===== src/hdl/wsd_pkg.sv =====
// ----------------------------------------------------------------------------
// WebSocket deframer package
// Shared types, codes and a helper function for the frame deframer.
// ----------------------------------------------------------------------------
package wsd_pkg;

  typedef enum logic [2:0] {
    PH_HDR0 = 3'd0,
    PH_HDR1 = 3'd1,
    PH_EXT  = 3'd2,
    PH_KEY  = 3'd3,
    PH_DATA = 3'd4
  } phase_t;

  typedef enum logic [1:0] {
    KIND_DATA  = 2'd0,
    KIND_EMPTY = 2'd1,
    KIND_ERROR = 2'd2
  } kind_t;

  typedef enum logic [1:0] {
    ROUTE_DATA  = 2'd0,
    ROUTE_CLOSE = 2'd1,
    ROUTE_PING  = 2'd2,
    ROUTE_PONG  = 2'd3
  } route_t;

  localparam logic [3:0]  OP_CLOSE     = 4'h8;
  localparam logic [3:0]  OP_PING      = 4'h9;
  localparam logic [3:0]  OP_PONG      = 4'hA;
  localparam logic [6:0]  LEN_EXT16    = 7'd126;
  localparam logic [6:0]  LEN_EXT64    = 7'd127;
  localparam logic [31:0] MAX_PAYLOAD_RESET = 32'd1048576;

  typedef struct packed {
    kind_t      kind;
    logic [7:0] raw_byte;
    logic [7:0] key_byte;
    logic [3:0] opcode;
    logic       fin;
    logic       last;
  } token_t;

  function automatic route_t route_of(input logic [3:0] op);
    route_t r;
    case (op)
      OP_CLOSE: r = ROUTE_CLOSE;
      OP_PING:  r = ROUTE_PING;
      OP_PONG:  r = ROUTE_PONG;
      default:  r = ROUTE_DATA;
    endcase
    return r;
  endfunction

endpackage


===== src/hdl/websocket_frame_deframer_top.sv =====
// ----------------------------------------------------------------------------
// WebSocket frame deframer
// Parses a received WebSocket byte stream and emits unmasked payload beats.
// ----------------------------------------------------------------------------
// Channel   Direction  Handshake             Payload
// in_       input      in_valid / in_ready   in_rx_byte
// out_      output     out_valid / out_ready kind, data_byte, opcode, fin,
//                                            route, last_of_frame
// cfg_      input      cfg_wr_en             cfg_wr_data (max payload bytes)
//
// One byte beat is accepted per cycle while the token queue has room.
// A result passes through the token queue and then the output register.
// The queue and the output register let the parser run while the output
// stalls; in_ready drops only when QUEUE_DEPTH tokens are waiting.
// Reset is synchronous and needs no clearing pass; the maximum payload
// returns to 1048576 bytes.
// ----------------------------------------------------------------------------
module websocket_frame_deframer_top #(
  parameter int QUEUE_DEPTH = 4
) (
  input  logic        clk,
  input  logic        rst_n,
  input  logic        cfg_wr_en,
  input  logic [31:0] cfg_wr_data,
  input  logic        in_valid,
  output logic        in_ready,
  input  logic [7:0]  in_rx_byte,
  output logic        out_valid,
  input  logic        out_ready,
  output logic [1:0]  out_kind,
  output logic [7:0]  out_data_byte,
  output logic [3:0]  out_frame_opcode,
  output logic        out_fin_bit,
  output logic [1:0]  out_route,
  output logic        out_last_of_frame
);

  logic            q_full;
  logic            push;
  wsd_pkg::token_t push_tok;
  logic            pop;
  logic            head_valid;
  wsd_pkg::token_t head_tok;

  assign in_ready = !q_full;

  wsd_front u_front (
    .clk         (clk),
    .rst_n       (rst_n),
    .cfg_wr_en   (cfg_wr_en),
    .cfg_wr_data (cfg_wr_data),
    .fire        (in_valid && in_ready),
    .rx_byte     (in_rx_byte),
    .push        (push),
    .push_tok    (push_tok)
  );

  wsd_queue #(
    .DEPTH (QUEUE_DEPTH)
  ) u_queue (
    .clk        (clk),
    .rst_n      (rst_n),
    .push       (push),
    .push_tok   (push_tok),
    .full       (q_full),
    .pop        (pop),
    .head_valid (head_valid),
    .head_tok   (head_tok)
  );

  wsd_back u_back (
    .clk               (clk),
    .rst_n             (rst_n),
    .head_valid        (head_valid),
    .head_tok          (head_tok),
    .pop               (pop),
    .out_valid         (out_valid),
    .out_ready         (out_ready),
    .out_kind          (out_kind),
    .out_data_byte     (out_data_byte),
    .out_frame_opcode  (out_frame_opcode),
    .out_fin_bit       (out_fin_bit),
    .out_route         (out_route),
    .out_last_of_frame (out_last_of_frame)
  );

endmodule


===== src/hdl/wsd_front.sv =====
// ----------------------------------------------------------------------------
// WebSocket deframer front end
// Parses header, extended length and masking key, and issues one token per
// result into the queue.
// ----------------------------------------------------------------------------
module wsd_front (
  input  logic            clk,
  input  logic            rst_n,
  input  logic            cfg_wr_en,
  input  logic [31:0]     cfg_wr_data,
  input  logic            fire,
  input  logic [7:0]      rx_byte,
  output logic            push,
  output wsd_pkg::token_t push_tok
);

  wsd_pkg::phase_t phase_r, phase_nxt;
  logic [7:0]  hdr_r, hdr_nxt;
  logic        mask_r, mask_nxt;
  logic [63:0] acc_r, acc_nxt;
  logic [2:0]  ext_r, ext_nxt;
  logic [31:0] left_r, left_nxt;
  logic [31:0] key_r, key_nxt;
  logic [1:0]  idx_r, idx_nxt;
  logic        closed_r, closed_nxt;
  logic [31:0] max_r;

  logic        act;
  logic [6:0]  len7;
  logic        len_done;
  logic [63:0] len_val;
  logic        over;
  logic [63:0] acc_sh;
  logic [1:0]  idx_inc;
  logic [31:0] left_dec;
  logic [7:0]  key_sel;

  assign act      = fire && !closed_r;
  assign len7     = rx_byte[6:0];
  assign acc_sh   = {acc_r[55:0], rx_byte};
  assign idx_inc  = idx_r + 2'd1;
  assign left_dec = left_r - 32'd1;

  always_comb begin
    case (idx_r)
      2'd0:    key_sel = key_r[31:24];
      2'd1:    key_sel = key_r[23:16];
      2'd2:    key_sel = key_r[15:8];
      default: key_sel = key_r[7:0];
    endcase
  end

  always_comb begin
    len_done = 1'b0;
    len_val  = acc_sh;
    if (phase_r == wsd_pkg::PH_HDR1 && len7 != wsd_pkg::LEN_EXT16 &&
        len7 != wsd_pkg::LEN_EXT64) begin
      len_done = 1'b1;
      len_val  = {57'd0, len7};
    end else if (phase_r == wsd_pkg::PH_EXT && ext_r == 3'd0) begin
      len_done = 1'b1;
    end
    over = (len_val[63:32] != 32'd0) || (len_val[31:0] > max_r);
  end

  always_comb begin
    phase_nxt = phase_r;
    if (act) begin
      unique case (phase_r)
        wsd_pkg::PH_HDR1, wsd_pkg::PH_EXT: begin
          if (len_done) begin
            if (over) begin
              phase_nxt = wsd_pkg::PH_HDR0;
            end else if (mask_nxt) begin
              phase_nxt = wsd_pkg::PH_KEY;
            end else if (len_val[31:0] == 32'd0) begin
              phase_nxt = wsd_pkg::PH_HDR0;
            end else begin
              phase_nxt = wsd_pkg::PH_DATA;
            end
          end else begin
            phase_nxt = wsd_pkg::PH_EXT;
          end
        end
        wsd_pkg::PH_KEY: begin
          if (idx_inc == 2'd0) begin
            phase_nxt = (left_r == 32'd0) ? wsd_pkg::PH_HDR0 : wsd_pkg::PH_DATA;
          end
        end
        wsd_pkg::PH_DATA: begin
          if (left_dec == 32'd0) begin
            phase_nxt = wsd_pkg::PH_HDR0;
          end
        end
        default: begin
          phase_nxt = wsd_pkg::PH_HDR1;
        end
      endcase
    end
  end

  always_comb begin
    hdr_nxt    = hdr_r;
    mask_nxt   = mask_r;
    acc_nxt    = acc_r;
    ext_nxt    = ext_r;
    left_nxt   = left_r;
    key_nxt    = key_r;
    idx_nxt    = idx_r;
    closed_nxt = closed_r;
    push       = 1'b0;
    push_tok.kind     = wsd_pkg::KIND_DATA;
    push_tok.raw_byte = 8'd0;
    push_tok.key_byte = 8'd0;
    push_tok.opcode   = hdr_r[3:0];
    push_tok.fin      = hdr_r[7];
    push_tok.last     = 1'b1;
    if (act) begin
      unique case (phase_r)
        wsd_pkg::PH_HDR1, wsd_pkg::PH_EXT: begin
          if (phase_r == wsd_pkg::PH_HDR1) begin
            mask_nxt = rx_byte[7];
            if (!len_done) begin
              ext_nxt = (len7 == wsd_pkg::LEN_EXT16) ? 3'd1 : 3'd7;
              acc_nxt = 64'd0;
            end
          end else if (!len_done) begin
            acc_nxt = acc_sh;
            ext_nxt = ext_r - 3'd1;
          end
          if (len_done) begin
            acc_nxt = len_val;
            if (over) begin
              closed_nxt    = 1'b1;
              push          = 1'b1;
              push_tok.kind = wsd_pkg::KIND_ERROR;
            end else begin
              left_nxt = len_val[31:0];
              idx_nxt  = 2'd0;
              if (mask_nxt) begin
                key_nxt = 32'd0;
              end else if (len_val[31:0] == 32'd0) begin
                push          = 1'b1;
                push_tok.kind = wsd_pkg::KIND_EMPTY;
              end
            end
          end
        end
        wsd_pkg::PH_KEY: begin
          key_nxt = {key_r[23:0], rx_byte};
          idx_nxt = idx_inc;
          if (idx_inc == 2'd0 && left_r == 32'd0) begin
            push          = 1'b1;
            push_tok.kind = wsd_pkg::KIND_EMPTY;
          end
        end
        wsd_pkg::PH_DATA: begin
          idx_nxt           = idx_inc;
          left_nxt          = left_dec;
          push              = 1'b1;
          push_tok.kind     = wsd_pkg::KIND_DATA;
          push_tok.raw_byte = rx_byte;
          push_tok.key_byte = mask_r ? key_sel : 8'd0;
          push_tok.last     = (left_dec == 32'd0);
        end
        default: begin
          hdr_nxt = rx_byte;
        end
      endcase
      if (push && push_tok.last && hdr_r[3:0] == wsd_pkg::OP_CLOSE) begin
        closed_nxt = 1'b1;
      end
    end
  end

  always_ff @(posedge clk) begin
    if (!rst_n) begin
      phase_r  <= wsd_pkg::PH_HDR0;
      hdr_r    <= 8'd0;
      mask_r   <= 1'b0;
      acc_r    <= 64'd0;
      ext_r    <= 3'd0;
      left_r   <= 32'd0;
      key_r    <= 32'd0;
      idx_r    <= 2'd0;
      closed_r <= 1'b0;
      max_r    <= wsd_pkg::MAX_PAYLOAD_RESET;
    end else begin
      phase_r  <= phase_nxt;
      hdr_r    <= hdr_nxt;
      mask_r   <= mask_nxt;
      acc_r    <= acc_nxt;
      ext_r    <= ext_nxt;
      left_r   <= left_nxt;
      key_r    <= key_nxt;
      idx_r    <= idx_nxt;
      closed_r <= closed_nxt;
      if (cfg_wr_en) begin
        max_r <= cfg_wr_data;
      end
    end
  end

  a_error_closes: assert property (@(posedge clk) disable iff (!rst_n)
    push && push_tok.kind == wsd_pkg::KIND_ERROR |=> closed_r)
    else $error("Oversize error did not close the stream.");

  a_closed_silent: assert property (@(posedge clk) disable iff (!rst_n)
    closed_r |-> !push)
    else $error("Token issued on a closed stream.");

  a_closed_sticky: assert property (@(posedge clk) disable iff (!rst_n)
    closed_r |=> closed_r)
    else $error("Stream reopened without reset.");

endmodule


===== src/hdl/wsd_queue.sv =====
// ----------------------------------------------------------------------------
// WebSocket deframer token queue
// Small first-in first-out buffer between the parser and the output stage.
// ----------------------------------------------------------------------------
module wsd_queue #(
  parameter int DEPTH = 4
) (
  input  logic            clk,
  input  logic            rst_n,
  input  logic            push,
  input  wsd_pkg::token_t push_tok,
  output logic            full,
  input  logic            pop,
  output logic            head_valid,
  output wsd_pkg::token_t head_tok
);

  localparam int PW = (DEPTH > 1) ? $clog2(DEPTH) : 1;
  localparam int CW = $clog2(DEPTH + 1);
  localparam logic [PW-1:0] LAST_PTR = PW'(DEPTH - 1);
  localparam logic [CW-1:0] DEPTH_C  = CW'(DEPTH);

  wsd_pkg::token_t mem [DEPTH];
  logic [PW-1:0] wr_r, wr_nxt;
  logic [PW-1:0] rd_r, rd_nxt;
  logic [CW-1:0] cnt_r, cnt_nxt;

  assign full       = (cnt_r == DEPTH_C);
  assign head_valid = (cnt_r != '0);
  assign head_tok   = mem[rd_r];

  always_comb begin
    wr_nxt  = wr_r;
    rd_nxt  = rd_r;
    cnt_nxt = cnt_r;
    if (push) begin
      wr_nxt = (wr_r == LAST_PTR) ? '0 : wr_r + PW'(1);
    end
    if (pop) begin
      rd_nxt = (rd_r == LAST_PTR) ? '0 : rd_r + PW'(1);
    end
    if (push && !pop) begin
      cnt_nxt = cnt_r + CW'(1);
    end else if (pop && !push) begin
      cnt_nxt = cnt_r - CW'(1);
    end
  end

  always_ff @(posedge clk) begin
    if (push) begin
      mem[wr_r] <= push_tok;
    end
  end

  always_ff @(posedge clk) begin
    if (!rst_n) begin
      wr_r  <= '0;
      rd_r  <= '0;
      cnt_r <= '0;
    end else begin
      wr_r  <= wr_nxt;
      rd_r  <= rd_nxt;
      cnt_r <= cnt_nxt;
    end
  end

  a_no_overflow: assert property (@(posedge clk) disable iff (!rst_n)
    !(push && full))
    else $error("Push into a full queue.");

  a_no_underflow: assert property (@(posedge clk) disable iff (!rst_n)
    pop |-> head_valid)
    else $error("Pop from an empty queue.");

  a_count_bound: assert property (@(posedge clk) disable iff (!rst_n)
    cnt_r <= DEPTH_C)
    else $error("Queue count exceeds its depth.");

endmodule


===== src/hdl/wsd_back.sv =====
// ----------------------------------------------------------------------------
// WebSocket deframer back end
// Unmasks payload bytes, assigns the route class and holds the result beat.
// ----------------------------------------------------------------------------
module wsd_back (
  input  logic            clk,
  input  logic            rst_n,
  input  logic            head_valid,
  input  wsd_pkg::token_t head_tok,
  output logic            pop,
  output logic            out_valid,
  input  logic            out_ready,
  output logic [1:0]      out_kind,
  output logic [7:0]      out_data_byte,
  output logic [3:0]      out_frame_opcode,
  output logic            out_fin_bit,
  output logic [1:0]      out_route,
  output logic            out_last_of_frame
);

  logic                 vld_r, vld_nxt;
  wsd_pkg::kind_t       kind_r;
  logic [7:0]           data_r;
  logic [3:0]           op_r;
  logic                 fin_r;
  wsd_pkg::route_t      route_r;
  logic                 last_r;

  assign pop = head_valid && (!vld_r || out_ready);

  always_comb begin
    vld_nxt = vld_r;
    if (pop) begin
      vld_nxt = 1'b1;
    end else if (out_ready) begin
      vld_nxt = 1'b0;
    end
  end

  always_ff @(posedge clk) begin
    if (!rst_n) begin
      vld_r <= 1'b0;
    end else begin
      vld_r <= vld_nxt;
    end
  end

  always_ff @(posedge clk) begin
    if (pop) begin
      kind_r  <= head_tok.kind;
      data_r  <= head_tok.raw_byte ^ head_tok.key_byte;
      op_r    <= head_tok.opcode;
      fin_r   <= head_tok.fin;
      route_r <= wsd_pkg::route_of(head_tok.opcode);
      last_r  <= head_tok.last;
    end
  end

  assign out_valid         = vld_r;
  assign out_kind          = kind_r;
  assign out_data_byte     = data_r;
  assign out_frame_opcode  = op_r;
  assign out_fin_bit       = fin_r;
  assign out_route         = route_r;
  assign out_last_of_frame = last_r;

  a_stall_holds: assert property (@(posedge clk) disable iff (!rst_n)
    vld_r && !out_ready |=> vld_r && $stable(data_r) && $stable(last_r))
    else $error("Result beat changed while stalled.");

  a_other_kinds_last: assert property (@(posedge clk) disable iff (!rst_n)
    vld_r && kind_r != wsd_pkg::KIND_DATA |-> last_r && data_r == 8'd0)
    else $error("Empty or error result not marked last.");

  a_pop_needs_room: assert property (@(posedge clk) disable iff (!rst_n)
    pop |-> !vld_r || out_ready)
    else $error("Queue popped into an occupied output register.");

endmodule

===== config.mk =====
export PLATFORM = sky130hd
export DESIGN_NAME = websocket_frame_deframer_top
export DESIGN_NICKNAME = d
export VERILOG_FILES = /design/src/hdl/wsd_pkg.sv /design/src/hdl/websocket_frame_deframer_top.sv /design/src/hdl/wsd_front.sv /design/src/hdl/wsd_queue.sv /design/src/hdl/wsd_back.sv
export SDC_FILE = /design/constraint.sdc
export NUM_CORES = 1
export LEC_CHECK = 0
export BUFFER_PORTS_ARGS = -buffer_cell sky130_fd_sc_hd__buf_2
export CORE_MARGIN = 1
export CORE_UTILIZATION = 50
export CTS_BUF_LIST = sky130_fd_sc_hd__clkbuf_4
export DETAILED_ROUTE_END_ITERATION = 6
export HOLD_SLACK_MARGIN = 0.12
export PLACE_DENSITY = 0.67
export SYNTH_ARGS = -nofsm -noshare
export SYNTH_HDL_FRONTEND = slang
export SYNTH_SLANG_ARGS = --single-unit

===== constraint.sdc =====
create_clock -name clk -period 12.3 [get_ports clk]
set_clock_uncertainty 0.2 [all_clocks]
set_input_delay 1.845 -clock clk [delete_from_list [all_inputs] [get_ports clk]]
set_output_delay 1.845 -clock clk [all_outputs]
set_load 0.1 [all_outputs]

==> impl_metrics.py, run 1 <==
metrics = {
    "synth": {
        "synth_top_area_cell": "dfxtp_1",
        "synth_ff_type": "dfxtp_1",
        "synth_nets": 1455,
        "synth_top_family_by_area": "simple AND/OR/NAND/NOR gates",
        "netlist.area_leader.share_pct": 25.7,
        "ys_warn_count": 0,
        "synth_fa_ha_area_share_pct": 4.41,
        "async_flop_share_pct": 0,
        "synthMuxAreaShare_pct": 5.80,
        "avgSynthCellArea_um2": 10.1,
        "syn-cell-area_mm2": 0.0138,
        "synth_seq_cells": 291,
        "synth_cell_types": 77,
        "synth_compound_area_share_pct": 15.8,
        "synth_most_common_cell": "dfxtp_1",
        "synth-edff-count": 114,
        "synth_xor_area_share_pct": 2.79,
        "ys_top_cells_by_area": "dfxtp_1 26%, edfxtp_1 25%, ha_1 4.3%",
        "ys_seq_area_share_pct": 50.5,
        "synth_simple_gate_area_share_pct": 16.6,
        "synthesis.instances": 1362,
        "synthTopCellsByCount": "177 x dfxtp_1, 150 x nor2_1, 114 x edfxtp_1",
    },
    "floorplanning": {
        "rows": 60,
        "core_mm2": 0.0270,
        "io_pins": 65,
        "die_area_mm2": 0.0283,
        "die-width_um": 168,
        "start_util_pct": 51.1,
        "die_y_um": 168,
    },
    "pwr": {
        "peakVddDrop_uv": 115,
        "clkPwrFrac_pct": 27.0,
        "leakage_nw": 5.63,
        "power.switching_w": 0.00132,
        "p_int_w": 0.00192,
        "pwr_density_cell_mw_per_mm2": 211,
        "power_frac_seq_pct": 36.8,
        "power_w": 0.00324,
        "switching_share_pct": 40.7,
        "comb_power_share_pct": 36.2,
    },
    "global_routing": {
        "grt_max_degree": 82,
        "antenna_found_initial": 3,
        "grt_usage_pct": 25.8,
        "grt_pass1_wl_um": 57600,
        "overflow": 0,
        "first_global_vias": 10800,
    },
    "clock_network": {
        "cts_buffers": 77,
        "cts_sinks": 291,
        "cts_setup_buffers": 0,
        "postCtsHoldBufs": 0,
        "clk_path_buf_depth": 3,
        "cts_root_buf": "clkbuf_4",
        "cts-resized-gates": 0,
        "cts_max_level": 3,
        "cts_tree": "done",
        "clkTransAtPathRegs_ps": 70,
        "clk_latency_ps": 710,
    },
    "sta": {
        "relSlewSlack_pct": 17.3,
        "rsz0062_at_grt": "false",
        "setup_tns_ps": 0,
        "worst_pin_slew_ps": 1240,
        "clock.fmax_mhz": 166,
        "setup_viol": 0,
        "timing.final.crit_share_pct": 48.9,
        "hold_viol_final": 0,
        "maxSlewViolCount": 0,
        "period_minus_slack_ps": 6010,
    },
    "drt": {
        "wl_per_cell_um": 19.8,
        "drc": 0,
        "vias_per_cell": 6.18,
        "ant_nets": 0,
        "dr.first_iter.drc_count": 1085,
        "route.vias.total": 11300,
        "first_pass_iters": 6,
        "drt_wl_total_um": 36100,
    },
    "setup_path": {
        "critPathKind": "input port to flip-flop",
        "worstPathArrival_ps": 6430,
        "critPathMaxStageDelay_ps": 720,
        "crit_path_max_fanout": 27,
        "worst_setup_path_start_kind": "input port",
        "end_kind": "flip-flop",
        "crit_chain": "buf_2 -> nand4_1 -> o21ai_1 -> buf_4 -> and2_1 -> ha_1 -> and4_1 -> nor4bb_1 -> and2_1 -> nor4_1 -> o31a_1 -> o31a_1 -> ha_1 -> inv_1 -> fa_1 -> xor2_1 -> or3_1 -> a21oi_1",
        "cpMaxStageDelayCell": "nor4_1",
        "crit_required_ps": 12710,
    },
    "layout": {
        "final_layout_size_suffix_gt1_share_pct": 17.3,
        "fin_area_mm2": 0.0154,
        "n_fill_cell": 2396,
        "syn2layout_area_growth_pct": 11.2,
        "final_nets": 1515,
    },
    "min_path": {
        "min_path_type": "flip-flop to flip-flop",
    },
    "flow_run": {
        "maxCapViolations": 0,
    },
    "placed_design": {
        "post_dp_cell_area_mm2": 0.0143,
        "gp_congestion": 0.927,
        "io_buffers": 64,
        "hpwlAfterDp_um": 23700,
    },
    "status": {
        "outcome": "completed",
    },
}
[layout make-up]
type	count	area (um2)	share of cell area (%)
clock inverter	18	123	0.799
timing repair buffer	79	433	2.82
multi-input combinational	925	6320	41.1
tap	341	427	2.78
inverter	48	183	1.19
antenna	1	2.50	0.0163
sequential	291	6970	45.4
clock buffer	120	901	5.87
[through the flow]
step	utilization [%]	setup slack (ps)	instances	hold WS [ps]
6_report	56.8	6290	1823	268
5_1_grt	56.8	5910	1823	279
4_1_cts	56.8	6390	1822	256
3_5_place_dp	53.0	5680	1684	267
3_3_place_gp	53.0	5790	1684	260
2_1_floorplan	-	6490	1362	248
[layout by cell type, fill, tap and decap left out, types with 47 or more instances in the layout]
| cell type | n |
|---|---|
| dfxtp_1 | 177 |
| nor2_1 | 149 |
| clkbuf_4 | 120 |
| edfxtp_1 | 114 |
| a21oi_1 | 100 |
| o21ai_0 | 70 |
| buf_2 | 64 |
| a22oi_1 | 60 |
| nand2_1 | 53 |
| nand4_1 | 48 |
| inv_1 | 47 |
| ha_1 | 47 |
[path summary, 6_finish.rpt]
path / start / end / slack [ps] / depth (start not counted)
setup / recovery: in_rx_byte[3] / u_queue.cnt_r[2]$_SDFFE_PN0P_ / 6290 / 18
hold / removal: u_front.key_r[5]$_SDFFE_PN0P_ / u_front.key_r[13]$_SDFFE_PN0P_ / 270 / 2
hold reg to reg: u_front.key_r[5]$_SDFFE_PN0P_ / u_front.key_r[13]$_SDFFE_PN0P_ / 270 / 2
setup reg to reg: u_front.phase_r[2]$_SDFFE_PN0P_ / u_queue.cnt_r[2]$_SDFFE_PN0P_ / 6640 / 17
[per-layer routing]
metal	track usage (%)	vias up	part of all wire [%]
met2	42.2	501	47
met5	0	-	0
met1	33.3	5420	43
li1	-	5246	-
met4	12.1	0	3.6
met3	4.61	94	6.5
[worst max-delay path, delay by kind of cell]
kind	cells	cell delay, ps
XOR/XNOR	1	170
adder cells (fa/ha/maj)	3	910
AO/OA/AOI/OAI	4	970
buffers and inverters	3	570
AND/OR/NAND/NOR	7	1930
[kinds of logic (layout without fill, tap and decap cells)]
| group | count (synthesis) | in the layout |
|---|---|---|
| compound gates | 337 | 337 |
| flops | 291 | 291 |
| fa+ha+maj | 48 | 48 |
| mux | 60 | 60 |
| other cells | 0 | 1 |
| xor+xnor | 44 | 44 |
| simple gates | 436 | 436 |
| buf+inv | 146 | 265 |
[sequential cells by signal, indices dropped and copies added, names as in the netlist, 4 cells and up, named ones only]
| signal | flops |
|---|---|
| u_front.left_r | 32 |
| u_front.max_r | 32 |
| u_front.hdr_r | 5 |
| u_front.key_r | 32 |
| u_queue.mem | 96 |
| u_back.out_data_byte | 8 |
| u_back.out_frame_opcode | 4 |
| u_front.acc_r | 56 |
[power by group through the flow]
stage | sequential, W | combinational [W] | clock [W]
finish | 0.00119 | 0.00117 | 0.000873
detailed placement | 0.00121 | 0.00115 | 0
global route | 0.00120 | 0.00126 | 0.000942
CTS | 0.00119 | 0.00116 | 0.000891
floorplan | 0.00140 | 0.000689 | 0
global placement | 0.00121 | 0.00115 | 0
Note: power is estimated with default switching activity, not from simulation.
==> run 2: changes to the inputs <==
==> constraint.sdc (replaced) <==
create_clock -name clk -period 5.6 [get_ports clk]
set_clock_uncertainty 0.2 [all_clocks]
set_input_delay 0.84 -clock clk [delete_from_list [all_inputs] [get_ports clk]]
set_output_delay 0.84 -clock clk [all_outputs]
set_load 0.1 [all_outputs]
==> run 2 against run 1 <==
Global-route usage barely moved; die area did not move; final cell count rose by 1.4%; register-to-register slack got worse by 6100 ps; non-clock buffer count rose by 25; utilization rose by 0.46 points; total power rose by 120%; sequential power rose by 120%; clock power rose by 110%; worst setup slack got worse by 5700 ps; clock-buffer cell count fell by 15; first-iteration DRC count rose by 30%.
==> impl_metrics.py, run 2 (synthesis gave the netlist of run 1 again) <==
metrics = {
    "clock_network": {
        "cts_root_buf": "clkbuf_4",
        "cts_setup_buffers": 0,
        "cts_tree": "done",
        "cts_max_level": 3,
        "clk_latency_ps": 710,
        "cts_buffers": 76,
        "cts-resized-gates": 0,
        "clk_path_buf_depth": 3,
        "cts_sinks": 291,
        "postCtsHoldBufs": 0,
        "clkTransAtPathRegs_ps": 70,
    },
    "layout": {
        "fin_area_mm2": 0.0155,
        "final_layout_size_suffix_gt1_share_pct": 17.7,
        "multiInputGateArea_mm2": 0.00631,
        "final_common_cell": "dfxtp_1",
        "n_fill_cell": 2452,
        "largest_reg_flops": 96,
        "final_cell_mix": "177 x dfxtp_1, 149 x nor2_1, 114 x edfxtp_1, 105 x clkbuf_4, 100 x a21oi_1",
        "reg_top3": "u_queue.mem x96, u_front.acc_r x56",
        "final_nets": 1539,
        "final-seq-area_mm2": 0.00697,
        "top_register": "u_queue.mem",
        "syn2layout_area_growth_pct": 12.1,
    },
    "pwr": {
        "power_frac_seq_pct": 37.3,
        "comb_power_share_pct": 36.9,
        "switching_share_pct": 40.7,
        "power.switching_w": 0.00285,
        "power_w": 0.00699,
        "p_int_w": 0.00414,
        "pwr_density_cell_mw_per_mm2": 452,
        "clkPwrFrac_pct": 25.8,
        "leakage_nw": 5.71,
        "peakVddDrop_uv": 178,
    },
    "global_routing": {
        "first_global_vias": 10900,
        "overflow": 0,
        "grt_usage_pct": 25.8,
        "grt_pass1_wl_um": 57600,
        "grt_max_degree": 75,
        "antenna_found_initial": 1,
    },
    "sta": {
        "rsz0062_at_grt": "false",
        "clock.fmax_mhz": 198,
        "setup_viol": 0,
        "worst_pin_slew_ps": 1200,
        "maxSlewViolCount": 0,
        "hold_viol_final": 0,
        "setup_tns_ps": 0,
        "relSlewSlack_pct": 20.2,
        "timing.final.crit_share_pct": 90.2,
        "period_minus_slack_ps": 5050,
    },
    "placed_design": {
        "hpwlAfterDp_um": 23700,
        "post_dp_cell_area_mm2": 0.0145,
        "gp_congestion": 0.896,
        "io_buffers": 64,
    },
    "floorplanning": {
        "die-width_um": 168,
        "die_area_mm2": 0.0283,
        "die_y_um": 168,
        "io_pins": 65,
        "core_mm2": 0.0270,
        "rows": 60,
        "start_util_pct": 51.1,
    },
    "setup_path": {
        "crit_cells": 16,
        "critPathKind": "flip-flop to flip-flop",
        "critPathMaxStageDelay_ps": 560,
        "r2r_cells": 16,
        "cp_num_buf_inv": 2,
        "ff2ff_setup_slack_ps": 550,
        "worstPathArrival_ps": 5460,
        "end_kind": "flip-flop",
        "cp_top_family": "compound AO/OA/AOI/OAI gates",
        "cpMaxStageDelayCell": "a2111oi_0",
        "crit_top_cell": "o31a_1",
        "crit_path_max_fanout": 27,
        "worst_setup_path_start_kind": "flip-flop",
        "crit_chain": "nor3b_2 -> o21ai_1 -> buf_4 -> and2_1 -> ha_1 -> nand4_1 -> a2111oi_0 -> o31a_1 -> o31a_1 -> o31a_1 -> ha_1 -> inv_1 -> fa_1 -> xor2_1 -> or3_1 -> a21oi_1",
        "crit_required_ps": 6010,
    },
    "drt": {
        "wl_per_cell_um": 19.5,
        "drt_wl_total_um": 36000,
        "first_pass_iters": 7,
        "drc": 0,
        "ant_nets": 0,
        "vias_per_cell": 6.04,
        "route.vias.total": 11200,
        "dr.first_iter.drc_count": 1407,
    },
    "flow_run": {
        "maxCapViolations": 0,
    },
    "min_path": {
        "min_path_cells": 3,
        "min_path_type": "input port to flip-flop",
    },
    "status": {
        "outcome": "completed",
    },
}
==> run 2: cell count changes in the layout (fill, tap and decap cells not counted) <==
cell	change
a21oi_4	-1
inv_2	+1
clkbuf_4	-15
a21oi_2	+1
clkinv_1	+14
diode_2	+1
buf_4	+25
clkinvlp_4	-1
inv_6	-3
clkinv_2	+1
clkinv_4	+3
==> run 2: area by class of cell <==
class,instances,share of cell area [%]
clock inverter,33,1.14
clock buffer,105,5.09
multi-input combinational,925,40.8
inverter,48,1.18
timing repair buffer,104,4.01
sequential,291,45.0
antenna,2,0.0323
tap,341,2.76
==> run 2: layer usage <==
layer | global-route usage (%) | up-vias | wire (um)
li1 | - | 5315 | -
met1 | 34.6 | 5354 | 15800
met2 | 41.5 | 433 | 17000
met3 | 5.24 | 70 | 2380
met4 | 9.49 | 0 | 795
met5 | 0 | - | 0
==> run 2: power by group through the flow <==
stage / Sequential [W] / Combinational, W / Clock [W]
global route: 0.00263 / 0.00278 / 0.00196
finish: 0.00260 / 0.00258 / 0.00181
detailed placement: 0.00265 / 0.00256 / 0
CTS: 0.00260 / 0.00257 / 0.00186
floorplan: 0.00308 / 0.00151 / 0
global placement: 0.00264 / 0.00255 / 0
==> run 2: final timing paths <==
check	startpoint	end
min	cfg_wr_data[20]	u_front.max_r[20]$_SDFFE_PN1P_
min reg2reg	u_front.key_r[22]$_SDFFE_PN0P_	u_front.key_r[30]$_SDFFE_PN0P_
max	u_front.phase_r[0]$_SDFFE_PN0P_	u_queue.cnt_r[2]$_SDFFE_PN0P_
max reg2reg	u_front.phase_r[0]$_SDFFE_PN0P_	u_queue.cnt_r[2]$_SDFFE_PN0P_
==> run 2: stage by stage <==
stage | setup slack, ps | hold WS [ps] | instances | utilization (%)
3_3_place_gp | 379 | 258 | 1709 | 53.7
6_report | 546 | 179 | 1849 | 57.3
5_1_grt | 283 | 138 | 1848 | 57.3
4_1_cts | 694 | 130 | 1847 | 57.2
2_1_floorplan | 792 | 248 | 1362 | -
3_5_place_dp | 311 | 266 | 1709 | 53.7
==> run 2: tightest hold or removal path, stage by stage <==
cell      delay, ps
buf_2            70
nand2_1          50
o211ai_1         70
==> run 3: changes to the inputs <==
--- a/config.mk
+++ b/config.mk
@@ -6,7 +6,8 @@
 export NUM_CORES = 1
 export LEC_CHECK = 0
 export BUFFER_PORTS_ARGS = -buffer_cell sky130_fd_sc_hd__buf_2
-export CORE_MARGIN = 1
+export CORE_ASPECT_RATIO = 0.75
+export CORE_MARGIN = 1.5
 export CORE_UTILIZATION = 50
 export CTS_BUF_LIST = sky130_fd_sc_hd__clkbuf_4
 export DETAILED_ROUTE_END_ITERATION = 6
==> run 3 against run 2 <==
Global-route usage is 0.12 points lower; utilization is 0.22 points higher; first-iteration DRC count is 6.1% lower; flip-flop and latch count stayed put; total power is 1.8% higher; maximum frequency is 0.94% lower.
==> impl_metrics.py, run 3 (synthesis gave the netlist of run 1 again) <==
metrics = {
    "status": {
        "outcome": "completed",
    },
    "setup_path": {
        "cpMaxStageDelayCell": "fa_1",
        "crit_chain": "nor3b_2 -> o21ai_1 -> buf_12 -> and2_1 -> ha_1 -> and4_1 -> nor4bb_1 -> nor2b_1 -> o31a_1 -> o31a_1 -> o31a_1 -> ha_1 -> inv_1 -> fa_1 -> xor2_1 -> or3_1 -> a21oi_1",
        "crit_cells": 17,
        "worstPathArrival_ps": 5530,
        "end_kind": "flip-flop",
        "cp_top_family": "simple AND/OR/NAND/NOR gates",
        "crit_required_ps": 6030,
        "cp_num_buf_inv": 2,
        "crit_top_cell": "o31a_1",
        "crit_path_max_fanout": 27,
        "critPathMaxStageDelay_ps": 430,
        "startpoint": "u_front.phase_r[1]$_SDFFE_PN0P_",
        "critPathKind": "flip-flop to flip-flop",
        "worst_setup_path_start_kind": "flip-flop",
        "reg2reg_from": "u_front.phase_r[1]$_SDFFE_PN0P_",
        "r2r_cells": 17,
    },
    "drt": {
        "first_pass_iters": 6,
        "route.vias.total": 11300,
        "vias_per_cell": 6.11,
        "ant_nets": 0,
        "dr.first_iter.drc_count": 1321,
        "wl_per_cell_um": 20.0,
        "drc": 0,
        "drt_wl_total_um": 37000,
    },
    "pwr": {
        "clkPwrFrac_pct": 26.4,
        "pwr_density_cell_mw_per_mm2": 458,
        "p_int_w": 0.00425,
        "power.switching_w": 0.00287,
        "peakVddDrop_uv": 236,
        "comb_power_share_pct": 37.0,
        "switching_share_pct": 40.4,
        "leakage_nw": 5.77,
        "power_frac_seq_pct": 36.6,
    },
    "sta": {
        "worst_pin_slew_ps": 1210,
        "relSlewSlack_pct": 19.4,
        "period_minus_slack_ps": 5100,
        "setup_viol": 0,
        "timing.final.crit_share_pct": 91.1,
        "maxSlewViolCount": 0,
        "setup_slack_ps": 498,
        "hold_viol_final": 0,
        "holdWs_ps": 144,
        "rsz0062_at_grt": "false",
        "clock.fmax_mhz": 196,
        "setup_tns_ps": 0,
    },
    "global_routing": {
        "met2_usage_pct": 35.9,
        "grt_max_degree": 76,
        "antenna_found_initial": 2,
        "met1_usage_pct": 38.1,
        "globalRouteMet3Util_pct": 8.10,
        "first_global_vias": 10500,
        "grt-busiest-layer": "met1",
        "grt_usage_pct": 25.7,
        "grt_pass1_wl_um": 58300,
        "overflow": 0,
    },
    "min_path": {
        "min_path_type": "input port to flip-flop",
        "hold_start": "cfg_wr_data[20]",
        "min_path_cells": 3,
    },
    "clock_network": {
        "cts-resized-gates": 0,
        "cts_tree": "done",
        "cts_root_buf": "clkbuf_4",
        "clk_latency_ps": 730,
        "cts_max_level": 3,
        "clkTransAtPathRegs_ps": 80,
        "cts_buffers": 74,
        "cts_sinks": 291,
        "cts_setup_buffers": 0,
        "clk_path_buf_depth": 3,
        "postCtsHoldBufs": 1,
    },
    "layout": {
        "final_common_cell": "dfxtp_1",
        "final_cell_mix": "177 x dfxtp_1, 149 x nor2_1, 114 x edfxtp_1, 113 x clkbuf_4, 100 x a21oi_1",
        "final_nets": 1543,
        "top_register": "u_queue.mem",
        "final_layout_size_suffix_gt1_share_pct": 18.6,
        "layoutNonFillerInstCount": 1855,
        "fin_area_mm2": 0.0156,
        "largest_reg_flops": 96,
        "reg_top3": "u_queue.mem x96, u_front.acc_r x56",
        "syn2layout_area_growth_pct": 12.7,
    },
    "placed_design": {
        "hpwlAfterDp_um": 24400,
        "gp_congestion": 0.939,
        "io_buffers": 64,
        "dp_slack_ps": 170,
        "post_dp_cell_area_mm2": 0.0146,
        "dpl.cell_count": 1724,
    },
    "floorplanning": {
        "die_y_um": 147,
        "start_util_pct": 51.0,
        "die_area_mm2": 0.0286,
        "die-width_um": 195,
        "core_mm2": 0.0271,
        "rows": 52,
        "io_pins": 65,
    },
    "flow_run": {
        "maxCapViolations": 0,
    },
}
## run 3: cell type report
class | instances | area [um2]
clock inverter | 16 | 128
inverter | 48 | 183
sequential | 291 | 6970
tap | 351 | 439
fill | 2332 | 11500
antenna | 1 | 2.50
timing repair buffer | 110 | 681
multi-input combinational | 925 | 6310
clock buffer | 113 | 848
## run 3: path summary, 6_finish.rpt
path	end	slack, ps
hold reg to reg	u_front.key_r[23]$_SDFFE_PN0P_	270
setup reg to reg	u_queue.cnt_r[2]$_SDFFE_PN0P_	500
setup / recovery	u_queue.cnt_r[2]$_SDFFE_PN0P_	500
hold / removal	u_front.max_r[20]$_SDFFE_PN1P_	140
## run 3: per-stage QoR
step           power [W]  utilization (%)
6_report         0.00712             57.5
5_1_grt          0.00747             57.5
4_1_cts          0.00711             57.5
3_5_place_dp     0.00523             53.8
3_3_place_gp     0.00522             53.8
2_1_floorplan    0.00459                -
## run 3: metal layers
metal | share of wire [%] | vias up
li1 | - | 5307
met3 | 9.8 | 68
met2 | 41 | 529
met1 | 47 | 5419
met4 | 2.0 | 2
met5 | 0.019 | -
## run 3: power by group through the flow
stage	combinational [W]	clock [W]	sequential, W
2_1_floorplan	0.00151	0	0.00308
3_3_place_gp	0.00258	0	0.00264
3_5_place_dp	0.00259	0	0.00265
4_1_cts	0.00259	0.00192	0.00260
5_1_grt	0.00281	0.00203	0.00263
6_report	0.00264	0.00188	0.00260
## run 3: worst min-delay path, cell delays in order
cell and delay [ps]:
buf_2 90, nand2_1 50, o211ai_1 70
